==> src/rtl/bdq_pkg.sv <==
// shared constants, types and helper functions of the double-ended queue
// no dependencies
package bdq_pkg;

	localparam int CAPACITY  = 16;
	localparam int WORD_BITS = 32;

	localparam int SLOT_W   = $clog2(CAPACITY);
	localparam int CNT_W    = $clog2(CAPACITY + 1);
	localparam int ACTION_W = 3;
	localparam int VALUE_W  = 32;
	localparam int INDEX_W  = 8;
	localparam int STATUS_W = 2;
	localparam int LENGTH_W = 5;
	localparam int IN_W     = 48;
	localparam int OUT_W    = 40;

	// operation codes (action >> 1)
	localparam logic [1:0] OP_PUT = 2'd0;
	localparam logic [1:0] OP_GET = 2'd1;
	localparam logic [1:0] OP_ITH = 2'd2;
	localparam logic [1:0] OP_REM = 2'd3;

	// status codes
	localparam logic [STATUS_W-1:0] ST_OK    = 2'd0;
	localparam logic [STATUS_W-1:0] ST_EMPTY = 2'd1;
	localparam logic [STATUS_W-1:0] ST_RANGE = 2'd2;
	localparam logic [STATUS_W-1:0] ST_FULL  = 2'd3;

	typedef logic [SLOT_W-1:0]    slot_t;
	typedef logic [CNT_W-1:0]     cnt_t;
	typedef logic [WORD_BITS-1:0] word_t;

	typedef struct packed {
		logic  we;
		slot_t waddr;
		word_t wdata;
		slot_t raddr;
	} mem_req_t;

	typedef struct packed {
		logic                 valid;
		logic [VALUE_W-1:0]   word;
		logic [STATUS_W-1:0]  status;
		logic [LENGTH_W-1:0]  length;
	} result_t;

	// ring slot of position pos from base, both below capacity
	function automatic slot_t slot_add(slot_t base, cnt_t pos);
		logic [CNT_W:0] s;
		s = (CNT_W + 1)'(base) + (CNT_W + 1)'(pos);
		if (s >= (CNT_W + 1)'(CAPACITY))
			s = s - (CNT_W + 1)'(CAPACITY);
		return s[SLOT_W-1:0];
	endfunction

	function automatic slot_t slot_dec(slot_t base);
		return (base == '0) ? SLOT_W'(CAPACITY - 1) : base - SLOT_W'(1);
	endfunction

	// position from the head of the word pos places in from the chosen end
	function automatic cnt_t from_head(logic tail, cnt_t count, cnt_t pos);
		return tail ? (count - cnt_t'(1) - pos) : pos;
	endfunction

	function automatic word_t to_word(logic [VALUE_W-1:0] v);
		logic [63:0] w;
		w = 64'(v);
		return w[WORD_BITS-1:0];
	endfunction

	function automatic logic [VALUE_W-1:0] from_word(word_t v);
		logic [63:0] w;
		w = 64'(v);
		return w[VALUE_W-1:0];
	endfunction

endpackage

==> src/rtl/bdq_ram.sv <==
// generic single-write, single-read synchronous ram with registered read
// no dependencies
module bdq_ram #(
	parameter int WIDTH = 32,
	parameter int DEPTH = 16
) (
	input  logic                     clk,
	input  logic                     we,
	input  logic [$clog2(DEPTH)-1:0] waddr,
	input  logic [WIDTH-1:0]         wdata,
	input  logic [$clog2(DEPTH)-1:0] raddr,
	output logic [WIDTH-1:0]         rdata
);

	logic [WIDTH-1:0] mem_q [DEPTH];

	always_ff @(posedge clk) begin
		if (we)
			mem_q[waddr] <= wdata;
		rdata <= mem_q[raddr];
	end

endmodule

==> src/rtl/bdq_seq.sv <==
// request sequencer: ring pointers, scan and shift over the ring store
// depends on bdq_pkg
module bdq_seq
	import bdq_pkg::*;
(
	input  logic                clk,
	input  logic                arst_n,
	input  logic                in_valid,
	output logic                in_ready,
	input  logic [ACTION_W-1:0] action,
	input  word_t               value,
	input  logic [INDEX_W-1:0]  index,
	input  logic                out_free,
	input  word_t               rdata,
	output mem_req_t            mem,
	output result_t             res
);

	localparam logic [2:0] S_IDLE  = 3'd0;
	localparam logic [2:0] S_START = 3'd1;
	localparam logic [2:0] S_WAIT  = 3'd2;
	localparam logic [2:0] S_SCAN  = 3'd3;
	localparam logic [2:0] S_SHIFT = 3'd4;
	localparam logic [2:0] S_DONE  = 3'd5;

	localparam int IDX_CMP_W = (INDEX_W > CNT_W) ? INDEX_W : CNT_W;

	logic [2:0]          state_q, state_d;
	slot_t               head_q, head_d;
	cnt_t                count_q, count_d;
	cnt_t                k_q, k_d;
	word_t               word_q, word_d;
	logic [STATUS_W-1:0] status_q, status_d;
	logic [ACTION_W-1:0] act_q;
	word_t               value_q;
	logic [INDEX_W-1:0]  index_q;

	logic       tail;
	logic [1:0] op;
	cnt_t       pos;

	assign tail     = act_q[0];
	assign op       = act_q[2:1];
	assign in_ready = (state_q == S_IDLE);
	assign pos      = from_head(tail, count_q, k_q);

	always_comb begin
		state_d   = state_q;
		head_d    = head_q;
		count_d   = count_q;
		k_d       = k_q;
		word_d    = word_q;
		status_d  = status_q;
		mem.we    = 1'b0;
		mem.waddr = head_q;
		mem.wdata = value_q;
		mem.raddr = head_q;
		case (state_q)
			S_IDLE: begin
				if (in_valid)
					state_d = S_START;
			end
			S_START: begin
				word_d   = '0;
				status_d = ST_OK;
				case (op)
					OP_PUT: begin
						state_d = S_DONE;
						if (count_q == cnt_t'(CAPACITY)) begin
							status_d = ST_FULL;
						end else begin
							mem.we  = 1'b1;
							count_d = count_q + cnt_t'(1);
							if (tail) begin
								mem.waddr = slot_add(head_q, count_q);
							end else begin
								mem.waddr = slot_dec(head_q);
								head_d    = slot_dec(head_q);
							end
						end
					end
					OP_GET: begin
						if (count_q == '0) begin
							status_d = ST_EMPTY;
							state_d  = S_DONE;
						end else begin
							mem.raddr = tail ? slot_add(head_q, count_q - cnt_t'(1)) : head_q;
							state_d   = S_WAIT;
						end
					end
					OP_ITH: begin
						if (IDX_CMP_W'(index_q) >= IDX_CMP_W'(count_q)) begin
							status_d = ST_RANGE;
							state_d  = S_DONE;
						end else begin
							mem.raddr = slot_add(head_q,
								from_head(tail, count_q, cnt_t'(index_q)));
							state_d   = S_WAIT;
						end
					end
					default: begin
						if (count_q == '0) begin
							status_d = ST_EMPTY;
							state_d  = S_DONE;
						end else begin
							k_d       = '0;
							mem.raddr = slot_add(head_q, from_head(tail, count_q, '0));
							state_d   = S_SCAN;
						end
					end
				endcase
			end
			S_WAIT: begin
				word_d  = rdata;
				state_d = S_DONE;
				if (op == OP_GET) begin
					count_d = count_q - cnt_t'(1);
					if (!tail)
						head_d = slot_add(head_q, cnt_t'(1));
				end
			end
			S_SCAN: begin
				// compare word k while the read of word k+1 is already issued
				if (rdata == value_q) begin
					word_d   = value_q;
					status_d = ST_OK;
					if (pos + cnt_t'(1) < count_q) begin
						k_d       = pos;
						mem.raddr = slot_add(head_q, pos + cnt_t'(1));
						state_d   = S_SHIFT;
					end else begin
						count_d = count_q - cnt_t'(1);
						state_d = S_DONE;
					end
				end else if (k_q + cnt_t'(1) < count_q) begin
					k_d       = k_q + cnt_t'(1);
					mem.raddr = slot_add(head_q, from_head(tail, count_q, k_q + cnt_t'(1)));
				end else begin
					status_d = ST_EMPTY;
					word_d   = '0;
					state_d  = S_DONE;
				end
			end
			S_SHIFT: begin
				// move word k+1 down to slot k; read of k+2 runs alongside
				mem.we    = 1'b1;
				mem.waddr = slot_add(head_q, k_q);
				mem.wdata = rdata;
				if (k_q + cnt_t'(2) < count_q) begin
					k_d       = k_q + cnt_t'(1);
					mem.raddr = slot_add(head_q, k_q + cnt_t'(2));
				end else begin
					count_d = count_q - cnt_t'(1);
					state_d = S_DONE;
				end
			end
			S_DONE: begin
				if (out_free)
					state_d = S_IDLE;
			end
			default: begin
				state_d = S_IDLE;
			end
		endcase
	end

	always_comb begin
		res.valid  = (state_q == S_DONE);
		res.word   = from_word(word_q);
		res.status = status_q;
		res.length = LENGTH_W'(count_q);
	end

	always_ff @(posedge clk or negedge arst_n) begin
		if (!arst_n) begin
			state_q <= S_IDLE;
			head_q  <= '0;
			count_q <= '0;
		end else begin
			state_q <= state_d;
			head_q  <= head_d;
			count_q <= count_d;
		end
	end

	always_ff @(posedge clk) begin
		k_q      <= k_d;
		word_q   <= word_d;
		status_q <= status_d;
		if (in_valid && in_ready) begin
			act_q   <= action;
			value_q <= value;
			index_q <= index;
		end
	end

endmodule

==> src/rtl/bounded_double_ended_queue_core.sv <==
// sequencer steps per request: put, get on empty, ith out of range and rem on empty go
// from start to done; get and ith add a ram read wait; rem scans from the chosen end, then on
// a hit shifts the later words down (one ram read per scanned word, one per shifted word)
// one request in work at a time, next request taken once back in idle after the result
// is registered; rem takes longest, its reads and writes sharing the single ring store ports
// a new request is taken while the previous result waits in the output register
// arst_n clears head slot, length and handshake state; the ring store is not cleared
module bounded_double_ended_queue_core
	import bdq_pkg::*;
(
	input  logic             clk,
	input  logic             arst_n,
	// request stream
	input  logic             s_tvalid,
	output logic             s_tready,
	input  logic [IN_W-1:0]  s_tdata,   // action[2:0], value[34:3], index[42:35], zero pad
	// result stream
	output logic             m_tvalid,
	input  logic             m_tready,
	output logic [OUT_W-1:0] m_tdata    // result_word[31:0], status[33:32], length[38:34], pad
);

	// request fields unpacked from the stream word
	logic [ACTION_W-1:0] action;
	logic [VALUE_W-1:0]  value;
	logic [INDEX_W-1:0]  index;

	assign action = s_tdata[ACTION_W-1:0];
	assign value  = s_tdata[ACTION_W +: VALUE_W];
	assign index  = s_tdata[ACTION_W + VALUE_W +: INDEX_W];

	mem_req_t mem;
	word_t    rdata;
	result_t  res;

	logic             m_valid_q;
	logic [OUT_W-1:0] m_data_q;
	logic             out_free;

	// output register can take a result when empty or being drained
	assign out_free = !m_valid_q || m_tready;

	// ring store: one write and one registered read per cycle
	bdq_ram #(
		.WIDTH (WORD_BITS),
		.DEPTH (CAPACITY)
	) u_ring (
		.clk   (clk),
		.we    (mem.we),
		.waddr (mem.waddr),
		.wdata (mem.wdata),
		.raddr (mem.raddr),
		.rdata (rdata)
	);

	// pointer keeping, scan and gap-closing sequencer
	bdq_seq u_seq (
		.clk      (clk),
		.arst_n   (arst_n),
		.in_valid (s_tvalid),
		.in_ready (s_tready),
		.action   (action),
		.value    (to_word(value)),
		.index    (index),
		.out_free (out_free),
		.rdata    (rdata),
		.mem      (mem),
		.res      (res)
	);

	// result output register
	always_ff @(posedge clk or negedge arst_n) begin
		if (!arst_n) begin
			m_valid_q <= 1'b0;
		end else if (out_free) begin
			m_valid_q <= res.valid;
		end
	end

	always_ff @(posedge clk) begin
		if (out_free && res.valid)
			m_data_q <= OUT_W'({res.length, res.status, res.word});
	end

	assign m_tvalid = m_valid_q;
	assign m_tdata  = m_data_q;

endmodule

==> config.mk <==
export PLATFORM = sky130hd
export DESIGN_NAME = bounded_double_ended_queue_core
export DESIGN_NICKNAME = d
export VERILOG_FILES = /design/src/rtl/bdq_pkg.sv /design/src/rtl/bdq_ram.sv /design/src/rtl/bdq_seq.sv /design/src/rtl/bounded_double_ended_queue_core.sv
export SDC_FILE = /design/constraint.sdc
export NUM_CORES = 1
export LEC_CHECK = 0
export ABC_AREA = 1
export BUFFER_PORTS_ARGS = -buffer_cell sky130_fd_sc_hd__buf_4
export CAP_MARGIN = 20
export CORE_AREA = 2 2 245 247
export CTS_CLUSTER_DIAMETER = 120
export DETAILED_ROUTE_END_ITERATION = 16
export DIE_AREA = 0 0 247 249
export PLACE_DENSITY_LB_ADDON = 0.08
export SYNTH_ARGS = -nofsm -noshare
export SYNTH_HDL_FRONTEND = slang
export SYNTH_HIERARCHICAL = 1
export SYNTH_SLANG_ARGS = --single-unit
export TNS_END_PERCENT = 100
==> constraint.sdc <==
create_clock -name clk -period 8.7 [get_ports clk]
set_input_delay 0.435 -clock clk [delete_from_list [all_inputs] [get_ports clk]]
set_output_delay 0.435 -clock clk [all_outputs]
set_load 0.01 [all_outputs]
======== Word-level counts from Yosys, hierarchy flattened ========
Memory sizes are Yosys's and may differ from the RTL's. A register that Yosys moved wholly into a read port is not among the register bits.
Index checks and enable logic that the tools add are counted.
W data, S select, Z words.
storage, ports and cells
  flip-flop bits (word level) ............. 134
  RAM bits ................................ 512
  output and inout port bits .............. 42
  memories ................................ 1
operators by class
  $add $sub $neg .......................... 27
  $lt $le $gt $ge ......................... 13
  equal/unequal tests ..................... 25
  multiplexer cells ....................... 72
  reduce and logical (&&, ||, !) cells .... 20
memory list
  name          words  bits a word  rd ports  clocked after Yosys merged registers in  wr ports  line           text
  u_ring.mem_q  16     32           1         1                                        1         bdq_ram.sv:15  logic [WIDTH-1:0] mem_q [DEPTH];
operators by type and width
  cell                   count
  $mux W32               3
  $mux W4                24
  $pmux W32 S3           1
  $mux W5                18
  $add A4 B5 Y6          8
  $ge A6 B5 Y1 const B   8
  $sub A4 B1 Y4 const B  10
  $eq A32 B32 Y1         1
  $mux W3                8
  $pmux W4 S3            2
  $pmux W5 S4            1
  $ne A2 B2 Y1 const B   9
  $pmux W3 S6            1
  $add A5 B1 Y5 const B  3
  $lt A5 B5 Y1           3
  $pmux W5 S3            1
  $sub A5 B5 Y5          3
  $reduce_and A6 Y1      2
  $pmux W5 S2            1
  $pmux W3 S3            1
  $ge A8 B5 Y1           1
  $mux W2                4
  $ne A2 B1 Y1 const B   4
  $pmux W2 S2            2
  other kinds (29)       38

======== Logic depth before layout (Yosys ltp) ========
  word-level depth ........................ 10
  mapped depth ............................ 33

======== By module ========
The synthesis kept the hierarchy.
modules (own cells, without submodules)
  module                           times used  cells each  area each (um^2)
  bdq_ram                          1           2120        22730.6
  bdq_seq                          1           988         7507.2
  bounded_double_ended_queue_core  1           47          1227.4

======== Worst setup path after synthesis ========
Ideal clock, no wire load.
  path kind ............................... register to register
  from .................................... register u_seq.count_q[0]
  to ...................................... register u_ring.rdata[10] (read register of u_ring.mem_q)
  setup time .............................. 114 ps
  data arrival time ....................... 4038 ps
  required time ........................... 8586 ps
  setup slack ............................. 4548 ps
  cell stages (with the launch flop) ...... 32
  period minus slack after synthesis ...... 4152 ps
  cells stage by stage .................... dfrtp_1 > inv_1 > ha_1 > xnor2_1 > inv_1 > ha_1 > nand2_1 > nand2_1 > a21oi_1 > a21oi_1 > o21ai_1 > xor2_1 > xor2_1 > ha_1 > nand2_1 > inv_1 > o21ai_0 > nand3_1 > inv_1 > nand3_1 > nor2_1 > nand2_1 > nand2_1 > nand2_1 > nand2_1 > inv_1 > nand2_1 > clkbuf_1 > inv_1 > buf_1 > nand3_1 > nand2_1
RTL lines
  element                 line            text
  start, declared         bdq_seq.sv:30   cnt_t count_q, count_d;
  start signal, assigned  bdq_seq.sv:182  count_q <= count_d;
  end, declared           bdq_ram.sv:12   output logic [WIDTH-1:0] rdata

==> run_summary.xml <==
<?xml version="1.0" encoding="UTF-8"?>
<metrics>
  <group name="outcome">
    <metric name="run_status" unit="">completed</metric>
  </group>
  <group name="floorplan">
    <metric name="start_util" unit="">0.5362</metric>
    <metric name="core_region_area" unit="mm^2">0.05869</metric>
    <metric name="design.portCount" unit="">94</metric>
    <metric name="die_height" unit="um">249</metric>
    <metric name="die_w" unit="um">247</metric>
    <metric name="std_cell_rows" unit="">89</metric>
    <metric name="floorplan.die_area" unit="mm^2">0.06150</metric>
  </group>
  <group name="timing">
    <metric name="pins_over_their_slew_limit" unit="">0</metric>
    <metric name="fin_crit_sh" unit="">0.7812</metric>
    <metric name="unrepaired_setup_endpoints_after_global_routing" unit="">false</metric>
    <metric name="timing.fmax" unit="MHz">147.1</metric>
    <metric name="time_the_final_worst_path_needs_with_i_o_delays_and_setup" unit="ns">6.796</metric>
    <metric name="max_slew_margin" unit="">0.2668</metric>
    <metric name="hold_violations" unit="">0</metric>
    <metric name="timing.final.setup_violations" unit="">0</metric>
    <metric name="setup-tns-final" unit="ns">0</metric>
    <metric name="fin_skew" unit="ns">0.02091</metric>
    <metric name="tightest_slew" unit="ns">1.098</metric>
  </group>
  <group name="detailed_routing">
    <metric name="num_vias" unit="">22007</metric>
    <metric name="drt-pass1-iter-count" unit="">6</metric>
    <metric name="post_drt_via_cell_ratio" unit="">5.332</metric>
    <metric name="route.detailed.drc" unit="">0</metric>
    <metric name="post_drt_wl_per_cell" unit="um">19.53</metric>
    <metric name="wirelength" unit="mm">80.60</metric>
    <metric name="drt_iter0_drc" unit="">2044</metric>
    <metric name="ant_nets" unit="">0</metric>
  </group>
  <group name="logic_synthesis">
    <metric name="yosys.cell_count.top_type" unit="">nand2_1</metric>
    <metric name="netlist_area" unit="mm^2">0.03147</metric>
    <metric name="synth_edf_count" unit="">633</metric>
    <metric name="synth_xor_xnor_area_share" unit="">0.01030</metric>
    <metric name="yosys.area.top_type_share" unit="">0.6041</metric>
    <metric name="synth-adder-area-share" unit="">0.02966</metric>
    <metric name="synth_cells" unit="">3155</metric>
    <metric name="synthDistinctLibCells" unit="">48</metric>
    <metric name="synth-seq-cells" unit="">678</metric>
    <metric name="synth_area_leader_cell" unit="">edfxtp_1</metric>
    <metric name="synth_seq_area_share" unit="">0.6348</metric>
    <metric name="synth_top_family_by_area" unit="">simple AND/OR/NAND/NOR gates</metric>
    <metric name="yosys-mux-area-fraction" unit="">0.0003579</metric>
    <metric name="proportion_of_register_bits_with_asynchronous_set_or_reset_after_synthesis" unit="">0.01917</metric>
    <metric name="synth_flop_cell" unit="">edfxtp_1</metric>
    <metric name="synthesis.nets" unit="">3275</metric>
    <metric name="synthSimpleGateAreaFrac" unit="">0.2012</metric>
    <metric name="yosysWarningCount" unit="">6</metric>
    <metric name="synth_commonest_cells" unit="">nand2_1, edfxtp_1, inv_1, nand3_1, nor2_1</metric>
    <metric name="ys_top_cells_by_area" unit="">edfxtp_1, nand2_1, nand3_1, inv_1, ha_1</metric>
    <metric name="avgSynthCellArea" unit="um^2">9.973</metric>
    <metric name="synth_compound_area_frac" unit="">0.02994</metric>
  </group>
  <group name="grt">
    <metric name="grt_pass1_wl" unit="mm">122.0</metric>
    <metric name="grt_max_degree" unit="">179</metric>
    <metric name="grt.total_usage" unit="">0.2638</metric>
    <metric name="grt_overflow" unit="">0</metric>
    <metric name="grt_pass1_vias" unit="">20959</metric>
    <metric name="grt_antenna_before_repair" unit="">0</metric>
  </group>
  <group name="worst_setup_path">
    <metric name="worstPathRequired" unit="ns">9.24</metric>
    <metric name="crit_start" unit="">u_seq/count_q[0]</metric>
    <metric name="slowest_delay" unit="ns">0.77</metric>
    <metric name="setup.reg_to_reg.worst_slack" unit="ns">1.90</metric>
    <metric name="timing.critical_path.from_type" unit="">flop</metric>
    <metric name="critical_path.reg2reg.endpoint" unit="">u_ring/rdata[16]</metric>
    <metric name="cp_data_arrival_time" unit="ns">7.34</metric>
    <metric name="crit_slowest_cell" unit="">buf_4</metric>
    <metric name="setup.worst_path.class" unit="">flop to flop</metric>
    <metric name="r2r-start" unit="">u_seq/count_q[0]</metric>
    <metric name="reg2reg_depth" unit="">30</metric>
    <metric name="endpoint_kind" unit="">flop</metric>
    <metric name="path_common_cell" unit="">nand2_1</metric>
    <metric name="timing.critical_path.fanout_max" unit="">178</metric>
    <metric name="cp-endpoint" unit="">u_ring/rdata[16]</metric>
  </group>
  <group name="clock_network">
    <metric name="tritoncts_clock_tree" unit="">yes</metric>
    <metric name="cts-buffers-inserted" unit="">74</metric>
    <metric name="cts-resized-gates" unit="">0</metric>
    <metric name="cts-hold-fix-buffers" unit="">44</metric>
    <metric name="cts_root_buffer" unit="">clkbuf_16</metric>
    <metric name="cts_max_path_buffers" unit="">3</metric>
    <metric name="worst_skew_pair.late_latency" unit="ns">0.62</metric>
    <metric name="clk_transition_reported_paths" unit="ns">0.05</metric>
    <metric name="post_cts_setup_buffer_count" unit="">0</metric>
    <metric name="clock_sinks" unit="">678</metric>
    <metric name="cts.htree.levels" unit="">3</metric>
  </group>
  <group name="placed_design">
    <metric name="dp.final_hpwl" unit="mm">43.72</metric>
    <metric name="place.gp.congestion" unit="">0.9000</metric>
    <metric name="total_of_buffers_placed_on_input_and_output_ports" unit="">87</metric>
  </group>
  <group name="flow_run">
    <metric name="maxCapViolations" unit="">0</metric>
  </group>
  <group name="min_path">
    <metric name="hold_class" unit="">input pin to flop</metric>
  </group>
  <group name="cells_and_area">
    <metric name="post_route_cells_drive_above_1_share" unit="">0.09362</metric>
    <metric name="multi_input_area" unit="mm^2">0.008691</metric>
    <metric name="finalCoreUtilization" unit="">0.6086</metric>
    <metric name="filler_cells_inserted" unit="">4819</metric>
    <metric name="antenna_cells_inserted" unit="">0</metric>
    <metric name="area_growth_syn_to_layout" unit="%">13.51</metric>
    <metric name="ff_latch_area" unit="mm^2">0.01997</metric>
    <metric name="design.final.nets" unit="">3416</metric>
  </group>
</metrics>
flip-flops by register name, summed over array words and instances (netlist names):
register,cells
u_seq/act_q,3
u_seq/state_q,3
u_seq/head_q,4
u_seq/word_q,32
u_ring/mem_q,512
m_tdata,39
u_seq/index_q,8
u_ring/rdata,32
u_seq/k_q,5
m_tvalid,1
u_seq/value_q,32
u_seq/status_q,2
u_seq/count_q,5
metal layers:
metal | vias up | global-route usage | share of wire
li1 | 10534 | - | -
met1 | 10634 | 0.3696 | 0.44
met2 | 719 | 0.4305 | 0.48
met3 | 120 | 0.03437 | 0.064
met4 | 0 | 0.08021 | 0.022
met5 | - | 0 | 0
critical path, delay by kind of cell, from the launching register on:
kind | cells | cell delay, ns
buffers and inverters | 5 | 1.95
and+or+nand+nor | 14 | 1.85
adders and majority gates | 3 | 0.92
DFF | 1 | 0.63
xor gates and xnor gates | 3 | 0.63
AOI/OAI and AO/OA | 5 | 0.58
area by class of cell:
cell class | count | area share
tap | 773 | 0.02708
timing repair buffer | 198 | 0.04505
clock inverter | 34 | 0.008583
sequential | 678 | 0.5592
inverter | 560 | 0.05927
multi-input combinational | 1784 | 0.2433
clock buffer | 100 | 0.05745
cells in the final DEF (no fill, tap or decap), types with 18 or more instances in the layout:
cell           synthesis  final
inv_1                546    544
xor2_1                24     24
dlygate4sd3_1          0     44
o22ai_1               29     29
clkbuf_16              0     76
edfxtp_1             633    633
clkinv_2               1     19
nor2_1                83     67
nand2_1              947    946
ha_1                  57     57
nand3_1              440    440
nor2_4                 2     19
buf_4                  8    153
o21ai_0               76     75
a21oi_1               31     30
dfxtp_1               32     32
clkbuf_1              25     18
worst min-delay path by stage:
| stage | startpoint | endpoint | depth (start not counted) |
|---|---|---|---|
| CTS | m_tready | m_tvalid | 4 |
| finish | m_tready | m_tvalid | 4 |
| global placement | arst_n | m_tvalid | 1 |
| global route | m_tready | m_tvalid | 4 |
| detailed placement | arst_n | m_tvalid | 1 |
| floorplan | arst_n | m_tvalid | 0 |
kinds of logic (layout without fill, tap and decap cells):
logic type                 Yosys count  count (layout)
AOI/OAI and AO/OA                  169             169
xor gates and xnor gates            37              37
adders and majority gates           68              68
buffers and inverters              693             892
DFF                                678             678
muxes                                1               1
other                                1               1
and+or+nand+nor                   1508            1508
per-stage QoR:
stage	cell area [um^2]	std cells	hold slack, ns	setup WS (ns)
6_report	35720	4127	0.1529	1.904
5_1_grt	35720	4127	0.1787	1.392
4_1_cts	35720	4127	0.1317	2.018
3_5_place_dp	32920	3949	0.2926	2.059
3_3_place_gp	32920	3949	0.2912	2.228
2_1_floorplan	31470	3155	0.1394	4.548
Power is not shown: default switching activity piles up to over one toggle a cycle in this logic, so the estimate is an artifact.
